**src/rtl/qisd_pkg.sv**
```systemverilog
// shared types and constants for the quadtree image stream decoder
`default_nettype none
package qisd_pkg;

  // largest log2 image side accepted in a header
  localparam int MAX_LOG_SIDE = 10;

  // widths of the stream and fill fields
  localparam int BYTE_W      = 8;
  localparam int FILL_POS_W  = 10;
  localparam int FILL_SIDE_W = 11;
  localparam int ERR_W       = 2;

  // internal widths that follow from the side limit
  localparam int SIDE_W  = MAX_LOG_SIDE + 1;
  localparam int DEPTH_W = $clog2(MAX_LOG_SIDE + 1);

  // queue between front and back
  localparam int QUEUE_DEPTH = 4;
  localparam int QPTR_W      = $clog2(QUEUE_DEPTH);

  // node and filler byte codes
  localparam logic [BYTE_W-1:0] NODE_INNER = 8'd0;
  localparam logic [BYTE_W-1:0] NODE_LEAF  = 8'd1;
  localparam logic [BYTE_W-1:0] FILLER     = 8'd2;

  // error codes carried on a fill request
  localparam logic [ERR_W-1:0] ERR_OK       = 2'd0;
  localparam logic [ERR_W-1:0] ERR_BAD_NODE = 2'd1;
  localparam logic [ERR_W-1:0] ERR_TOO_DEEP = 2'd2;
  localparam logic [ERR_W-1:0] ERR_HDR_BIG  = 2'd3;

  // one classified stream byte
  typedef struct packed {
    logic [BYTE_W-1:0] data;
    logic              start;
    logic              hdr_big;
    logic              is_inner;
    logic              is_leaf;
    logic              is_filler;
  } token_t;

endpackage
`default_nettype wire

```
**src/rtl/qisd_front.sv**
```systemverilog
// front stage: takes stream bytes and classifies them into tokens
`default_nettype none
module qisd_front (
  input  wire                         clk_i,
  input  wire                         rst_ni,
  input  wire                         in_valid_i,
  output logic                        in_ready_o,
  input  wire  [qisd_pkg::BYTE_W-1:0] stream_byte_i,
  input  wire                         stream_start_i,
  output logic                        tok_valid_o,
  input  wire                         tok_ready_i,
  output qisd_pkg::token_t            tok_o
);
  import qisd_pkg::*;

  logic   tok_valid_q, tok_valid_d;
  token_t tok_q, tok_d;

  // stage is free when empty or draining into the queue
  assign in_ready_o = !tok_valid_q || tok_ready_i;

  // classify the incoming byte
  always_comb begin
    tok_d           = tok_q;
    tok_valid_d     = tok_valid_q;
    if (tok_ready_i) begin
      tok_valid_d = 1'b0;
    end
    if (in_valid_i && in_ready_o) begin
      tok_valid_d       = 1'b1;
      tok_d.data        = stream_byte_i;
      tok_d.start       = stream_start_i;
      tok_d.hdr_big     = stream_byte_i > BYTE_W'(MAX_LOG_SIDE);
      tok_d.is_inner    = stream_byte_i == NODE_INNER;
      tok_d.is_leaf     = stream_byte_i == NODE_LEAF;
      tok_d.is_filler   = stream_byte_i == FILLER;
    end
  end

  // control register
  always_ff @(posedge clk_i or negedge rst_ni) begin
    if (!rst_ni) begin
      tok_valid_q <= 1'b0;
    end else begin
      tok_valid_q <= tok_valid_d;
    end
  end

  // payload register
  always_ff @(posedge clk_i) begin
    tok_q <= tok_d;
  end

  assign tok_valid_o = tok_valid_q;
  assign tok_o       = tok_q;

endmodule
`default_nettype wire

```
**src/rtl/qisd_queue.sv**
```systemverilog
// short token queue between the front and back stages
`default_nettype none
module qisd_queue (
  input  wire               clk_i,
  input  wire               rst_ni,
  input  wire               push_valid_i,
  output logic              push_ready_o,
  input  qisd_pkg::token_t  push_data_i,
  output logic              pop_valid_o,
  input  wire               pop_ready_i,
  output qisd_pkg::token_t  pop_data_o
);
  import qisd_pkg::*;

  token_t              entry_q [QUEUE_DEPTH];
  logic [QPTR_W-1:0]   wr_ptr_q, wr_ptr_d;
  logic [QPTR_W-1:0]   rd_ptr_q, rd_ptr_d;
  logic [QPTR_W:0]     count_q, count_d;
  logic                do_push, do_pop;

  assign push_ready_o = count_q != (QPTR_W + 1)'(QUEUE_DEPTH);
  assign pop_valid_o  = count_q != '0;
  assign pop_data_o   = entry_q[rd_ptr_q];
  assign do_push      = push_valid_i && push_ready_o;
  assign do_pop       = pop_valid_o && pop_ready_i;

  // pointer and count update
  always_comb begin
    wr_ptr_d = wr_ptr_q;
    rd_ptr_d = rd_ptr_q;
    count_d  = count_q;
    if (do_push) begin
      wr_ptr_d = (wr_ptr_q == QPTR_W'(QUEUE_DEPTH - 1)) ? '0 : wr_ptr_q + 1'b1;
    end
    if (do_pop) begin
      rd_ptr_d = (rd_ptr_q == QPTR_W'(QUEUE_DEPTH - 1)) ? '0 : rd_ptr_q + 1'b1;
    end
    if (do_push && !do_pop) begin
      count_d = count_q + 1'b1;
    end else if (do_pop && !do_push) begin
      count_d = count_q - 1'b1;
    end
  end

  always_ff @(posedge clk_i or negedge rst_ni) begin
    if (!rst_ni) begin
      wr_ptr_q <= '0;
      rd_ptr_q <= '0;
      count_q  <= '0;
    end else begin
      wr_ptr_q <= wr_ptr_d;
      rd_ptr_q <= rd_ptr_d;
      count_q  <= count_d;
    end
  end

  // storage
  always_ff @(posedge clk_i) begin
    if (do_push) begin
      entry_q[wr_ptr_q] <= push_data_i;
    end
  end

endmodule
`default_nettype wire

```
**src/rtl/qisd_back.sv**
```systemverilog
// back stage: walks the tree, keeps the path stack and drives fill requests
`default_nettype none
module qisd_back (
  input  wire                              clk_i,
  input  wire                              rst_ni,
  input  wire                              tok_valid_i,
  output logic                             tok_ready_o,
  input  qisd_pkg::token_t                 tok_i,
  output logic                             out_valid_o,
  input  wire                              out_ready_i,
  output logic [qisd_pkg::FILL_POS_W-1:0]  fill_x_o,
  output logic [qisd_pkg::FILL_POS_W-1:0]  fill_y_o,
  output logic [qisd_pkg::FILL_SIDE_W-1:0] fill_side_o,
  output logic [qisd_pkg::BYTE_W-1:0]      red_o,
  output logic [qisd_pkg::BYTE_W-1:0]      green_o,
  output logic [qisd_pkg::BYTE_W-1:0]      blue_o,
  output logic                             last_fill_o,
  output logic [qisd_pkg::ERR_W-1:0]       error_code_o
);
  import qisd_pkg::*;

  // decoder phases
  localparam logic [2:0] PH_IDLE   = 3'd0;
  localparam logic [2:0] PH_FILLER = 3'd1;
  localparam logic [2:0] PH_NODE   = 3'd2;
  localparam logic [2:0] PH_COLOUR = 3'd3;
  localparam logic [2:0] PH_DONE   = 3'd4;
  localparam logic [2:0] PH_ERROR  = 3'd5;

  logic [2:0]         phase_q, phase_d;
  logic [DEPTH_W-1:0] log_side_q, log_side_d;
  logic [DEPTH_W-1:0] depth_q, depth_d;
  logic [1:0]         stack_q [MAX_LOG_SIDE];
  logic [1:0]         stack_d [MAX_LOG_SIDE];
  logic [1:0]         ccount_q, ccount_d;
  logic [BYTE_W-1:0]  held_red_q, held_red_d;
  logic [BYTE_W-1:0]  held_green_q, held_green_d;

  logic                   out_valid_q, out_valid_d;
  logic [FILL_POS_W-1:0]  fill_x_q, fill_x_d;
  logic [FILL_POS_W-1:0]  fill_y_q, fill_y_d;
  logic [FILL_SIDE_W-1:0] fill_side_q, fill_side_d;
  logic [BYTE_W-1:0]      red_q, red_d, green_q, green_d, blue_q, blue_d;
  logic                   last_q, last_d;
  logic [ERR_W-1:0]       err_q, err_d;

  logic                   fire, take_node, emit_err, emit_leaf;
  logic [ERR_W-1:0]       err_code;
  logic [SIDE_W-1:0]      x_v, y_v, side_v;
  logic [DEPTH_W-1:0]     next_depth;

  // a token is taken when the output register is free or drains
  assign tok_ready_o = !out_valid_q || out_ready_i;
  assign fire        = tok_valid_i && tok_ready_o;

  // square position from the path stack, one bit per level
  always_comb begin
    int pos;
    x_v = '0;
    y_v = '0;
    for (int i = 0; i < MAX_LOG_SIDE; i++) begin
      pos = int'(log_side_q) - 1 - i;
      if (i < int'(depth_q) && pos >= 0) begin
        x_v = x_v | (SIDE_W'(stack_q[i][0]) << pos);
        y_v = y_v | (SIDE_W'(stack_q[i][1]) << pos);
      end
    end
    side_v = (SIDE_W'(1) << log_side_q) >> depth_q;
  end

  // deepest unfinished parent on the path
  always_comb begin
    next_depth = '0;
    for (int i = 0; i < MAX_LOG_SIDE; i++) begin
      if (i < int'(depth_q) && stack_q[i] != 2'd3) begin
        next_depth = DEPTH_W'(i + 1);
      end
    end
  end

  // decoder state update
  always_comb begin
    phase_d      = phase_q;
    log_side_d   = log_side_q;
    depth_d      = depth_q;
    stack_d      = stack_q;
    ccount_d     = ccount_q;
    held_red_d   = held_red_q;
    held_green_d = held_green_q;
    take_node    = 1'b0;
    emit_err     = 1'b0;
    emit_leaf    = 1'b0;
    err_code     = ERR_OK;
    last_d       = 1'b0;

    if (fire) begin
      if (tok_i.start) begin
        depth_d  = '0;
        ccount_d = '0;
        for (int i = 0; i < MAX_LOG_SIDE; i++) begin
          stack_d[i] = '0;
        end
        if (tok_i.hdr_big) begin
          log_side_d = '0;
          emit_err   = 1'b1;
          err_code   = ERR_HDR_BIG;
        end else begin
          log_side_d = tok_i.data[DEPTH_W-1:0];
          phase_d    = PH_FILLER;
        end
      end else begin
        unique case (phase_q)
          PH_FILLER: take_node = !tok_i.is_filler;
          PH_NODE:   take_node = 1'b1;
          PH_COLOUR: begin
            if (ccount_q == 2'd0) begin
              held_red_d = tok_i.data;
              ccount_d   = 2'd1;
            end else if (ccount_q == 2'd1) begin
              held_green_d = tok_i.data;
              ccount_d     = 2'd2;
            end else begin
              emit_leaf = 1'b1;
              ccount_d  = '0;
              depth_d   = next_depth;
              if (next_depth == '0) begin
                last_d  = 1'b1;
                phase_d = PH_DONE;
              end else begin
                phase_d = PH_NODE;
                for (int i = 0; i < MAX_LOG_SIDE; i++) begin
                  if (DEPTH_W'(i + 1) == next_depth) begin
                    stack_d[i] = stack_q[i] + 2'd1;
                  end
                end
              end
            end
          end
          default: ;
        endcase
      end

      // node byte handling
      if (take_node) begin
        if (tok_i.is_inner) begin
          if (depth_q >= log_side_q) begin
            emit_err = 1'b1;
            err_code = ERR_TOO_DEEP;
          end else begin
            for (int i = 0; i < MAX_LOG_SIDE; i++) begin
              if (DEPTH_W'(i) == depth_q) begin
                stack_d[i] = '0;
              end
            end
            depth_d = depth_q + 1'b1;
            phase_d = PH_NODE;
          end
        end else if (tok_i.is_leaf) begin
          ccount_d = '0;
          phase_d  = PH_COLOUR;
        end else begin
          emit_err = 1'b1;
          err_code = ERR_BAD_NODE;
        end
      end

      if (emit_err) begin
        phase_d = PH_ERROR;
      end
    end
  end

  // output register load
  always_comb begin
    out_valid_d = out_valid_q;
    fill_x_d    = fill_x_q;
    fill_y_d    = fill_y_q;
    fill_side_d = fill_side_q;
    red_d       = red_q;
    green_d     = green_q;
    blue_d      = blue_q;
    err_d       = err_q;
    if (out_ready_i) begin
      out_valid_d = 1'b0;
    end
    if (emit_err) begin
      out_valid_d = 1'b1;
      fill_x_d    = '0;
      fill_y_d    = '0;
      fill_side_d = '0;
      red_d       = '0;
      green_d     = '0;
      blue_d      = '0;
      err_d       = err_code;
    end else if (emit_leaf) begin
      out_valid_d = 1'b1;
      fill_x_d    = x_v[FILL_POS_W-1:0];
      fill_y_d    = y_v[FILL_POS_W-1:0];
      fill_side_d = FILL_SIDE_W'(side_v);
      red_d       = held_red_q;
      green_d     = held_green_q;
      blue_d      = tok_i.data;
      err_d       = ERR_OK;
    end
  end

  // control state
  always_ff @(posedge clk_i or negedge rst_ni) begin
    if (!rst_ni) begin
      phase_q      <= PH_IDLE;
      log_side_q   <= '0;
      depth_q      <= '0;
      ccount_q     <= '0;
      held_red_q   <= '0;
      held_green_q <= '0;
      out_valid_q  <= 1'b0;
      for (int i = 0; i < MAX_LOG_SIDE; i++) begin
        stack_q[i] <= '0;
      end
    end else begin
      phase_q      <= phase_d;
      log_side_q   <= log_side_d;
      depth_q      <= depth_d;
      ccount_q     <= ccount_d;
      held_red_q   <= held_red_d;
      held_green_q <= held_green_d;
      out_valid_q  <= out_valid_d;
      stack_q      <= stack_d;
    end
  end

  // fill request payload
  always_ff @(posedge clk_i) begin
    fill_x_q    <= fill_x_d;
    fill_y_q    <= fill_y_d;
    fill_side_q <= fill_side_d;
    red_q       <= red_d;
    green_q     <= green_d;
    blue_q      <= blue_d;
    err_q       <= err_d;
    if (emit_err || emit_leaf) begin
      last_q <= last_d;
    end
  end

  assign out_valid_o  = out_valid_q;
  assign fill_x_o     = fill_x_q;
  assign fill_y_o     = fill_y_q;
  assign fill_side_o  = fill_side_q;
  assign red_o        = red_q;
  assign green_o      = green_q;
  assign blue_o       = blue_q;
  assign last_fill_o  = last_q;
  assign error_code_o = err_q;

endmodule
`default_nettype wire

```
**src/rtl/quadtree_image_stream_decoder.sv**
```systemverilog
// top level of the quadtree image stream decoder
//
// Input channel (in_valid_i / in_ready_o) takes one stream byte per request;
// stream_start_i marks the header byte holding log2 of the image side.
// Output channel (out_valid_o / out_ready_i) gives one fill request per leaf:
// square corner, side and colour, last_fill_o on the leaf that ends the
// tree, or a single request with error_code_o set when the stream is bad.
// Throughput: one byte per cycle while the output is not stalled, set by the
// back stage, which updates the path stack and counters once per byte.
// A fill request passes from its accepted blue byte through the front register
// and the queue entry, then through the back stage into the output register.
// A four-entry queue sits between the front and back stages.
// Reset clears all stages and the queue; the decoder waits for a header.
// When the receiver stalls the output register holds its request, the back
// stage stops, the queue fills and then in_ready_o drops.
`default_nettype none
module quadtree_image_stream_decoder (
  input  wire                              clk_i,
  input  wire                              rst_ni,
  input  wire                              in_valid_i,
  output logic                             in_ready_o,
  input  wire  [qisd_pkg::BYTE_W-1:0]      stream_byte_i,
  input  wire                              stream_start_i,
  output logic                             out_valid_o,
  input  wire                              out_ready_i,
  output logic [qisd_pkg::FILL_POS_W-1:0]  fill_x_o,
  output logic [qisd_pkg::FILL_POS_W-1:0]  fill_y_o,
  output logic [qisd_pkg::FILL_SIDE_W-1:0] fill_side_o,
  output logic [qisd_pkg::BYTE_W-1:0]      red_o,
  output logic [qisd_pkg::BYTE_W-1:0]      green_o,
  output logic [qisd_pkg::BYTE_W-1:0]      blue_o,
  output logic                             last_fill_o,
  output logic [qisd_pkg::ERR_W-1:0]       error_code_o
);
  import qisd_pkg::*;

  logic   ftok_valid, ftok_ready;
  token_t ftok;
  logic   btok_valid, btok_ready;
  token_t btok;

  // byte classification
  qisd_front u_front (
    .clk_i          (clk_i),
    .rst_ni         (rst_ni),
    .in_valid_i     (in_valid_i),
    .in_ready_o     (in_ready_o),
    .stream_byte_i  (stream_byte_i),
    .stream_start_i (stream_start_i),
    .tok_valid_o    (ftok_valid),
    .tok_ready_i    (ftok_ready),
    .tok_o          (ftok)
  );

  // decoupling queue
  qisd_queue u_queue (
    .clk_i        (clk_i),
    .rst_ni       (rst_ni),
    .push_valid_i (ftok_valid),
    .push_ready_o (ftok_ready),
    .push_data_i  (ftok),
    .pop_valid_o  (btok_valid),
    .pop_ready_i  (btok_ready),
    .pop_data_o   (btok)
  );

  // tree walk and fill requests
  qisd_back u_back (
    .clk_i        (clk_i),
    .rst_ni       (rst_ni),
    .tok_valid_i  (btok_valid),
    .tok_ready_o  (btok_ready),
    .tok_i        (btok),
    .out_valid_o  (out_valid_o),
    .out_ready_i  (out_ready_i),
    .fill_x_o     (fill_x_o),
    .fill_y_o     (fill_y_o),
    .fill_side_o  (fill_side_o),
    .red_o        (red_o),
    .green_o      (green_o),
    .blue_o       (blue_o),
    .last_fill_o  (last_fill_o),
    .error_code_o (error_code_o)
  );

endmodule
`default_nettype wire

```
**config.mk**
```make
export PLATFORM = sky130hd
export DESIGN_NAME = quadtree_image_stream_decoder
export DESIGN_NICKNAME = d
export VERILOG_FILES = /design/src/rtl/qisd_pkg.sv /design/src/rtl/qisd_front.sv /design/src/rtl/qisd_queue.sv /design/src/rtl/qisd_back.sv /design/src/rtl/quadtree_image_stream_decoder.sv
export SDC_FILE = /design/constraint.sdc
export NUM_CORES = 1
export LEC_CHECK = 0
export BUFFER_PORTS_ARGS = -buffer_cell sky130_fd_sc_hd__buf_4
export CORE_MARGIN = 3
export CORE_UTILIZATION = 55
export DETAILED_ROUTE_END_ITERATION = 6
export PLACE_DENSITY = 0.73
export SYNTH_ARGS = -nofsm -noshare
export SYNTH_HDL_FRONTEND = slang
export SYNTH_HIERARCHICAL = 1
export SYNTH_SLANG_ARGS = --single-unit
```
**constraint.sdc**
```tcl
create_clock -name clk_i -period 8.3 [get_ports clk_i]
set_input_delay 0.415 -clock clk_i [delete_from_list [all_inputs] [get_ports clk_i]]
set_output_delay 0.415 -clock clk_i [all_outputs]
set_load 0.05 [all_outputs]
```
After elaboration in Yosys (flattened, before gate mapping)
Memory sizes are Yosys's and may differ from the RTL's.
Cells that the tools add are included.

word-level totals
  input port bits = 13
  bits in writable memories = 52
  memory bits (read-only) = 0
  bits in registers = 129
  bits in latches = 0
  memories = 1
  output and inout bits = 60

cells by class
  multipliers = 0
  magnitude comparators = 22
  $add $sub $neg = 25
  bitwise operators = 22
  reductions and logical operators = 46
  eq/ne operators = 38
  shift-type cells = 22
  mux-type cells = 121
  div/mod/pow operators = 0

memories
  name             depth  width  read ports  clocked after Yosys merged registers in  write ports  line              text
  u_queue.entry_q  4      13     1           0                                        1            qisd_queue.sv:15  token_t entry_q [QUEUE_DEPTH];

operator list
  cell                   number
  $shl 1x32->10          20
  $ge 32x1->1 const B    10
  $mux 10                20
  $or 10x10->10          18
  $mux 20                8
  $sub 32x4->32 const B  4
  $mux 2                 40
  $sub 32x3->32 const B  2
  $sub 32x5->32 const B  2
  $mux 3                 17
  $mux 4                 11
  $eq 3x4->1 const A     8
  $sub 32x2->32 const B  1
  $logic_and 1x1->1      25
  $add 2x1->2 const B    12
  $mux 1                 24
  $eq 4x4->1 const A     5
  $ne 2x2->1 const B     10
  $eq 2x4->1 const A     4
  $lt 3x4->1 const A     4
  $shl 1x4->11 const A   1
  $shr 11x4->11          1
  $eq 1x4->1 const A     2
  $eq 8x1->1 const B     1
  28 further kinds       46

Logic depth before layout (Yosys ltp)
Gate-level depths: netlist of run 1.

  depth in word-level cells = 23
  mapped depth = 16
  mapped depth without buffers = 13

By module
The synthesis of run 1 kept the hierarchy.

by module, submodules not included
  module      cells each  instances  area each (um2)  seq. area each (um2)
  qisd_back   1060        1          8418.1           2442.3
  qisd_queue  104         1          2316.0           1736.7
  qisd_front  25          1          499.2            415.4

Least setup slack after synthesis of run 1
OpenSTA, ideal clock, no wires.

  path type = register to register
  start = reg u_back.log_side_q[0]
  end = reg u_back.fill_y_q[4] (netlist: u_back/fill_y_o[4])
  library setup time = 0.059 ns
  setup slack = 4.573 ns
  stages on the path, launching flop included = 16
  clock period less this slack = 3.727 ns
  path buffers = 3
  arrival time = 3.668 ns
  data required time = 8.241 ns
  path through = dfrtp_1 > buf_4 > inv_1 > clkbuf_1 > ha_1 > xnor2_1 > inv_1 > ha_1 > buf_2 > a21boi_1 > and2_1 > nand4_1 > a211oi_4 > nand2_1 > o22ai_1 > o221a_2

on the way
  cells in the longest elaborated chain, start to end = 22
  elaborated cells between the ends (all ways) = 65

ends and longest elaborated chain
  item                                                    line              text
  start: declaration                                      qisd_back.sv:31   logic [DEPTH_W-1:0] log_side_q, log_side_d;
  start signal: assignment                                qisd_back.sv:222  log_side_q <= log_side_d;
  branches (longest 22 deep; another with $sub 32x2->32)  --
  end signal: assignment                                  qisd_back.sv:235  fill_y_q <= fill_y_d;
  end: declaration                                        qisd_back.sv:41   logic [FILL_POS_W-1:0] fill_y_q, fill_y_d;

Parallel ways; which one is timed is not known. The select of a mux whose other input is x is not followed.
A chain may end at the register's enable or synchronous reset.

Worst setup path after layout of run 1
  start = reg u_back.log_side_q[0]
  end = reg u_back.fill_y_q[5] (netlist: u_back/fill_y_o[5])

The elaborated chain is that of the path after synthesis.

==> results.md, run 1 <==
| Item | Reported | Unit |
|---|---|---|
| Critical path cell sequence | buf_4 > inv_1 > ha_1 > buf_4 > xnor2_1 > inv_1 > ha_1 > xor2_1 > a2111oi_2 > nand4_1 > nand2_1 > a2111oi_0 > a31oi_1 | - |
| Count of warnings emitted by yosys | 6 | - |
| Placement-stage worst setup slack | 3.29 | ns |
| Commonest non-fill, non-tap cells in the layout | nand2_1 (131), buf_4 (84), a21oi_1 (80) | - |
| Fraction of the mapped netlist area in compound gates | 21.4 | % |
| Number of inserted diodes | 0 | - |
| CP Data Required Time | 8.58 | ns |
| Nature of the critical path endpoint | register | - |
| Library cell used as clock root buffer | clkbuf_16 | - |
| Total Power | 4360 | uW |
| Fin Hold WS | 0.0352 | ns |
| End of the worst register-to-register path | u_back/fill_y_o[5]$_SDFFE_PP0P_ | - |
| Net count of the mapped netlist | 1247 | - |
| DRC violations left | 1 | - |
| Combinational power share | 52.3 | % |
| Post-CTS Repair Setup Buffers | 0 | - |
| Number of optimization iterations in the first detailed-route pass | 7 | - |
| Rows | 51 | - |
| Area growth, synth to finish | 11.3 | % |
| Yosys top cell area share | 18.2 | % |
| GRT Total Usage | 32.9 | % |
| Die boundary width | 149 | um |
| Std-Cell Core Area | 19800 | um^2 |
| Final Wtd Congestion | 1.00 | - |
| Fmax | 186 | MHz |
| Crit-path max cell delay | 0.87 | ns |
| CTS HTree Levels | 4 | - |
| Final Cycle Share | 64.7 | % |
| Data arrival time of the critical path | 5.65 | ns |
| Xor and xnor area share after synthesis | 1.33 | % |
| Int Power | 2220 | uW |
| Fin nets | 1282 | - |
| Maximum clock skew at final layout | 0.0140 | ns |
| Crit Path Class | reg -> reg | - |
| Post-CTS Hold Buffers | 0 | - |
| Global-route wire length before repair | 56200 | um |
| Max-cap violations | 0 | - |
| Total overflow reported by the global router | 0 | - |
| Cell types with the largest area share after synthesis | edfxtp_1 (18%), dfrtp_1 (13%), dfxtp_1 (9.8%), ha_1 (4.9%), nand2_1 (4.4%) | - |
| Worst reg2reg path depth | 13 | - |
| Die footprint | 22200 | um^2 |
| Critical-path top delay cell | a2111oi_0 | - |
| Initial cell density of the core | 56.8 | % |
| Max IR drop VDD | 0.333 | mV |
| Clock Pin Slew Worst Setup and Hold Paths | 0.08 | ns |
| Mux share of post-synthesis cell area | 5.74 | % |
| Part of the power in registers | 27.9 | % |
| Number of distinct library cells after synthesis | 113 | - |
| Setup-violating endpoint count in the final report | 0 | - |
| Prevailing post-synth register cell | edfxtp_1 | - |
| Worst-case clock buffer depth | 2 | - |
| Setup TNS | 0 | ns |
| Post-detail-place hpwl | 26700 | um |
| Number of standard cells after synthesis | 1189 | - |
| Iteration-0 DRC Markers | 1045 | - |
| Cells resized by post-CTS repair | 0 | - |
| Unrepaired setup endpoints after global routing | no | - |
| CTS tree | yes | - |
| Violated checks | DRC | - |
| Critical register-to-register path startpoint | u_back/log_side_q[0]$_DFFE_PN0P_ | - |
| Avg Inst Size Synth | 9.45 | um^2 |
| Post-synthesis simple-gate area fraction | 21.6 | % |
| Die Y | 149 | um |
| Share of synthesized area occupied by flip-flops and latches | 40.9 | % |
| Largest net degree at the start of global routing | 59 | - |
| Combinational family with the most area after synthesis | simple AND/OR/NAND/NOR gates | - |
| Final worst slack | 2.93 | ns |
| Max-Slew Margin vs Limit | 23.5 | % |
| Final Hold Violating Endpoints | 0 | - |
| Antenna violations before repair | 0 | - |
| Final critical-path required period | 5.37 | ns |
| Worst Setup Start Kind | register | - |
| CP max FO | 34 | - |
| Total standard cell area after synthesis | 11200 | um^2 |
| Share of post-route cells with drive strength above 1 | 17.3 | % |
| Sw power | 2140 | uW |
| Average via count per standard cell | 6.70 | - |
| Tightest Pin Transition | 1.14 | ns |
| Detailed Route WL | 36700 | um |
| Number of max-slew violations in the final report | 0 | - |
| Min-Delay Path Class | in -> async | - |
| Antenna Violating Nets Remaining | 0 | - |
| Number of I/O port buffers | 72 | - |
| Vias after detailed routing | 10.1k | - |
| Switching portion of total power | 49.1 | % |
| Power density over the cells | 349 | nW/um^2 |
| Vias in the first global route | 9416 | - |
| Status | finished, violations left | - |
| Synthesized flop and latch total | 181 | - |
| Clock latency on the worst-skew pair | 0.44 | ns |
| Clk network pwr share | 19.7 | % |
| Most common cell after layout, fill and taps aside | nand2_1 | - |
| Synth area leader | edfxtp_1 | - |
| CTS Buf Count | 17 | - |
| I/O pin total | 73 | - |
| Post-synthesis adder-cell area fraction | 5.08 | % |
| Number of clock sinks | 181 | - |
| Leakage power | 0.00468 | uW |
| Minimum setup slack among reg-to-reg paths | 2.93 | ns |
| Async SR Flop Fraction | 32.0 | % |
| Detail-routed net length per standard cell | 24.4 | um |
| Post-synth EDFFs | 68 | - |
cells by family (layout without fill, tap and decap cells):
family	count (synthesis)	in the layout
mux	44	44
xor+xnor	17	17
fa+ha+maj	45	45
buf+inv	98	146
simple gates	466	466
flops	181	181
compound gates	338	338
power groups by stage:
| stage | Sequential (uW) | Clock [uW] | Combinational, uW |
|---|---|---|---|
| 2_1_floorplan | 1220 | 0 | 1650 |
| 4_1_cts | 1220 | 876 | 2220 |
| 3_5_place_dp | 1230 | 0 | 2210 |
| 6_report | 1220 | 859 | 2280 |
| 3_3_place_gp | 1220 | 0 | 2190 |
| 5_1_grt | 1240 | 911 | 2450 |
worst max-delay path, delay by kind of cell (launching register included):
| family | cells | cell delay (ns) |
|---|---|---|
| compound gates | 3 | 1.28 |
| xor+xnor | 2 | 0.97 |
| fa+ha+maj | 2 | 0.82 |
| buf+inv | 4 | 1.38 |
| flops | 1 | 0.32 |
| simple gates | 2 | 0.42 |
through the flow:
step / util, % / instance area, um^2 / cells
global route: 63.2 / 12500 / 1502
detailed placement: 60.0 / 11900 / 1470
global placement: 60.0 / 11900 / 1470
CTS: 63.2 / 12500 / 1502
floorplan: - / 11200 / 1189
finish: 63.2 / 12500 / 1502
per-layer routing:
layer / track usage, % / up-vias / wire length (um)
li1: - / 4574 / -
met1: 46.8 / 4871 / 15700
met2: 51.0 / 538 / 16800
met3: 6.23 / 80 / 3080
met4: 11.0 / 0 / 1070
met5: 0 / - / 0
worst max-delay path by stage:
stage / startpoint / end / slack [ns] / cells past startpoint
2_1_floorplan: u_back/log_side_q[0]$_DFFE_PN0P_ / u_back/fill_y_o[4]$_SDFFE_PP0P_ / 4.57 / 15
3_3_place_gp: u_back/log_side_q[0]$_DFFE_PN0P_ / u_back/fill_y_o[5]$_SDFFE_PP0P_ / 3.23 / 13
3_5_place_dp: u_back/log_side_q[2]$_DFFE_PN0P_ / u_back/fill_y_o[4]$_SDFFE_PP0P_ / 3.29 / 13
4_1_cts: u_back/log_side_q[2]$_DFFE_PN0P_ / u_back/fill_y_o[4]$_SDFFE_PP0P_ / 3.26 / 13
5_1_grt: u_back/log_side_q[0]$_DFFE_PN0P_ / u_back/fill_y_o[5]$_SDFFE_PP0P_ / 2.81 / 13
6_report: u_back/log_side_q[0]$_DFFE_PN0P_ / u_back/fill_y_o[5]$_SDFFE_PP0P_ / 2.93 / 13
synth_stat cells (5+ instances only):
cell,instances
a211oi_1,8
dfrtp_1,58
and2_1,14
edfxtp_1,68
nand2_1,131
and4_1,6
o21ai_0,69
ha_1,44
nand3_1,45
nand3b_1,5
a21oi_1,80
dfxtp_1,55
inv_1,27
nand2b_1,24
a22oi_1,10
o22ai_1,10
clkbuf_1,41
o211ai_1,5
nor3_1,40
a21boi_0,5
a21o_1,8
nor3b_1,6
o221a_2,5
nor2b_1,17
a22o_1,6
buf_2,16
mux4_2,13
and3_1,15
a31oi_1,26
or2_2,5
a221oi_1,11
or3_1,7
a311oi_1,5
nand4_1,24
xnor2_1,11
nor2_1,79
nor4_1,15
o31a_1,5
mux2_2,25
xor2_1,6
o21ai_1,5
o31ai_1,9
registers in the layout, summed over array words and instances, names as in the netlist:
register,flops
u_back/log_side_q,4
u_queue/rd_ptr_q,2
u_back/red_o,8
u_back/out_valid_o,1
u_back/held_red_q,8
u_back/fill_y_o,10
u_back/stack_q,20
u_back/fill_x_o,10
u_queue/wr_ptr_q,2
u_front/tok_o,13
u_back/blue_o,8
u_front/tok_valid_o,1
u_queue/count_q,3
u_back/phase_q,3
u_back/held_green_q,8
u_back/error_code_o,2
u_back/depth_q,4
u_back/last_fill_o,1
u_back/ccount_q,2
u_back/green_o,8
u_back/fill_side_o,11
u_queue/entry_q,52
layout make-up:
class,instances,area (um^2)
multi-input cells,910,6200
fillers,1700,7280
repair buffers,84,631
well taps,265,332
flip-flops and latches,181,4590
clock buffers,17,425
inverters,30,115
clock inverters,15,211
No activity file was read; power rests on OpenSTA's default activity.
==> inputs of run 2 (changes only) <==
--- a/config.mk
+++ b/config.mk
@@ -9,7 +9,7 @@
 export CORE_MARGIN = 3
 export CORE_UTILIZATION = 55
 export DETAILED_ROUTE_END_ITERATION = 6
-export PLACE_DENSITY = 0.73
+export PLACE_DENSITY = 0.76
 export SYNTH_ARGS = -nofsm -noshare
 export SYNTH_HDL_FRONTEND = slang
 export SYNTH_HIERARCHICAL = 1
==> constraint.sdc (replaced) <==
create_clock -name clk_i -period 4.4 [get_ports clk_i]
set_input_delay 0.22 -clock clk_i [delete_from_list [all_inputs] [get_ports clk_i]]
set_output_delay 0.22 -clock clk_i [all_outputs]
set_load 0.05 [all_outputs]
==> run 2 against run 1 <==
Compared with the run above: the run now ends clean; critical path depth did not move; clock power rose by 75%; global-route usage rose by 0.33 points.
==> results.md, run 2 (synthesis gave the netlist of run 1 again) <==
| Item | Reported | Unit | vs previous |
|---|---|---|---|
| Status | completed | - |  |
| Switching portion of total power | 48.4 | % | -0.68 points |
| Rows | 51 | - | unchanged |
| Min-Delay Path Class | in -> reg | - |  |
| Cell count of the worst hold path | 1 | - |  |
| Global-route wire length before repair | 57000 | um | +1.5% |
| Worst reg2reg path depth | 13 | - | unchanged |
| Final Wtd Congestion | 1.03 | - | +2.7% |
| Cells resized by post-CTS repair | 0 | - | unchanged |
| Unrepaired setup endpoints after global routing | no | - |  |
| Average via count per standard cell | 6.75 | - | +0.72% |
| Number of flip-flops under the largest register name | 52 | - | unchanged |
| Die footprint | 22200 | um^2 | unchanged |
| Power density over the cells | 657 | nW/um^2 | +88% |
| Setup-violating endpoint count in the final report | 0 | - | unchanged |
| Max IR drop VDD | 0.515 | mV | +55% |
| Maximum clock skew at final layout | 0.0218 | ns | +0.00782 ns |
| Iteration-0 DRC Markers | 1111 | - | +6.3% |
| Most common cell after layout, fill and taps aside | nand2_1 | - |  |
| CP Data Required Time | 4.76 | ns | -3.82 ns |
| CP max FO | 13 | - | -62% |
| Final Hold Violating Endpoints | 0 | - | unchanged |
| Tightest Pin Transition | 1.29 | ns | +0.157 ns |
| Setup TNS | 0 | ns | unchanged |
| Total Power | 8350 | uW | +92% |
| Final Cycle Share | 93.5 | % | +29 points |
| Vias in the first global route | 9817 | - | +4.3% |
| CTS HTree Levels | 4 | - | unchanged |
| Worst Setup Start Kind | register | - |  |
| Antenna Violating Nets Remaining | 0 | - | unchanged |
| Detail-routed net length per standard cell | 24.1 | um | -1.1% |
| Post-detail-place hpwl | 27100 | um | +1.5% |
| Number of I/O port buffers | 72 | - | unchanged |
| Clk network pwr share | 17.9 | % | -1.8 points |
| Clock latency on the worst-skew pair | 0.44 | ns | about the same |
| Worst-case clock buffer depth | 2 | - | unchanged |
| Fin nets | 1314 | - | +2.5% |
| Commonest non-fill, non-tap cells in the layout | nand2_1 (131), buf_4 (106), a21oi_1 (80) | - |  |
| Share of post-route cells with drive strength above 1 | 18.5 | % | +1.2 points |
| Int Power | 4310 | uW | +94% |
| Total overflow reported by the global router | 0 | - | unchanged |
| DRC violations left | 0 | - | -1 |
| Combinational power share | 54.9 | % | +2.6 points |
| Std-Cell Core Area | 19800 | um^2 | unchanged |
| Fmax | 243 | MHz | +31% |
| Crit-path max cell delay | 0.88 | ns | about the same |
| Initial cell density of the core | 56.8 | % | unchanged |
| Area growth, synth to finish | 13.2 | % |  |
| GRT Total Usage | 33.2 | % | +0.33 points |
| Crit Path Class | reg -> reg | - |  |
| Cell occurring most often along the worst timing path | ha_1 | - |  |
| Largest net degree at the start of global routing | 59 | - | unchanged |
| Part of the power in registers | 27.2 | % | -0.7 points |
| Number of max-slew violations in the final report | 0 | - | unchanged |
| Antenna violations before repair | 1 | - | +1 |
| Reg with most FFs | u_queue/entry_q | - |  |
| Number of inserted diodes | 0 | - | unchanged |
| Die Y | 149 | um | unchanged |
| Leakage power | 0.00480 | uW | +2.7% |
| Number of clock sinks | 181 | - | unchanged |
| Data arrival time of the critical path | 4.47 | ns | -1.18 ns |
| Detailed Route WL | 37000 | um | +0.97% |
| Vias after detailed routing | 10.4k | - | +2.9% |
| Layout Utilization | 64.3 | % | +1.1 points |
| Number of optimization iterations in the first detailed-route pass | 5 | - | -2 |
| CTS Buf Count | 17 | - | unchanged |
| Final critical-path required period | 4.12 | ns | -1.26 ns |
| Critical path cell sequence | inv_1 > ha_1 > a21boi_4 > xnor2_1 > buf_4 > ha_1 > o21ai_0 > and3_1 > nor3_1 > nand2_1 > nor3b_2 > o22ai_1 > a31oi_1 | - |  |
| I/O pin total | 73 | - | unchanged |
| Count of fill cells added during filler insertion | 1657 | - | -2.5% |
| Post-CTS Hold Buffers | 10 | - | +10 |
| Post-CTS Repair Setup Buffers | 0 | - | unchanged |
| CTS tree | yes | - |  |
| Sw power | 4040 | uW | +89% |
| Critical-path top delay cell | nor3_1 | - |  |
| Max-cap violations | 0 | - | unchanged |
| Library cell used as clock root buffer | clkbuf_16 | - |  |
| Clock Pin Slew Worst Setup and Hold Paths | 0.08 | ns | about the same |
| Die boundary width | 149 | um | unchanged |
| Nature of the critical path endpoint | register | - |  |
| Max-Slew Margin vs Limit | 13.0 | % | -11 points |
[run 2: cell types whose count changed in the layout (fill, tap and decap cells not counted), sizes merged]
cell and change:
buf +22, clkinv +1, clkinvlp +1, dlygate4sd3 +10, inv -2
[run 2: final cells by class]
type                            count  area [um^2]  area share (%)
Clock buffer                       17          425            3.34
Clock inverter                     15          160            1.26
Inverter                           30          115           0.905
Multi-Input combinational cell    910         6200            48.7
Sequential cell                   181         4590            36.1
Tap cell                          265          332            2.61
Timing Repair Buffer              116          896            7.04
[run 2: power by group through the flow]
| stage | combinational, uW | clock, uW | sequential [uW] |
|---|---|---|---|
| floorplan | 3110 | 0 | 2300 |
| global placement | 4420 | 0 | 2280 |
| detailed placement | 4430 | 0 | 2300 |
| CTS | 4470 | 1520 | 2270 |
| global route | 4900 | 1590 | 2310 |
| finish | 4580 | 1500 | 2270 |
[run 2: metal layers]
layer  GRT usage [%]  vias up  routed length [um]
li1                -     4640                   -
met1            45.9     4985               15200
met2            51.9      620               17000
met3            6.96      106                3560
met4            12.5        0                1290
met5               0        -                   0
[run 2: worst max-delay path: cells and delay by family, from the launching register on]
| family | cells | cell delay (ns) |
|---|---|---|
| and+or+nand+nor | 4 | 1.58 |
| adders and majority gates | 2 | 0.73 |
| AOI/OAI and AO/OA | 4 | 0.60 |
| buffers and inverters | 2 | 0.50 |
| DFF | 1 | 0.39 |
| xor gates and xnor gates | 1 | 0.22 |
[run 2: worst paths after layout]
kind	start	end	slack (ns)
worst max-delay path	u_back/log_side_q[2]$_DFFE_PN0P_	u_back/fill_y_o[2]$_SDFFE_PP0P_	0.28
min in group asynchronous	rst_ni	u_queue/wr_ptr_q[1]$_DFFE_PN0P_	0.37
worst min-delay path	stream_byte_i[1]	u_front/tok_o[6]$_DFFE_PP_	0.02
worst min register to register	u_back/red_o[1]$_SDFFE_PP0P_	u_back/red_o[1]$_SDFFE_PP0P_	0.46
worst max register to register	u_back/log_side_q[2]$_DFFE_PN0P_	u_back/fill_y_o[2]$_SDFFE_PP0P_	0.28
max in group asynchronous	rst_ni	u_back/held_red_q[0]$_DFFE_PN0P_	3.48
[run 2: per-stage QoR]
step                      area, um^2  setup WS (ns)  cells  hold slack (ns)
after global placement         12000          0.549   1492            0.338
after detailed placement       12000          0.503   1492            0.341
final                          12700          0.285   1534           0.0164
after floorplan                11200          0.673   1189          -0.0756
after global routing           12700          0.121   1534           0.0113
after CTS                      12700          0.442   1534          0.00592
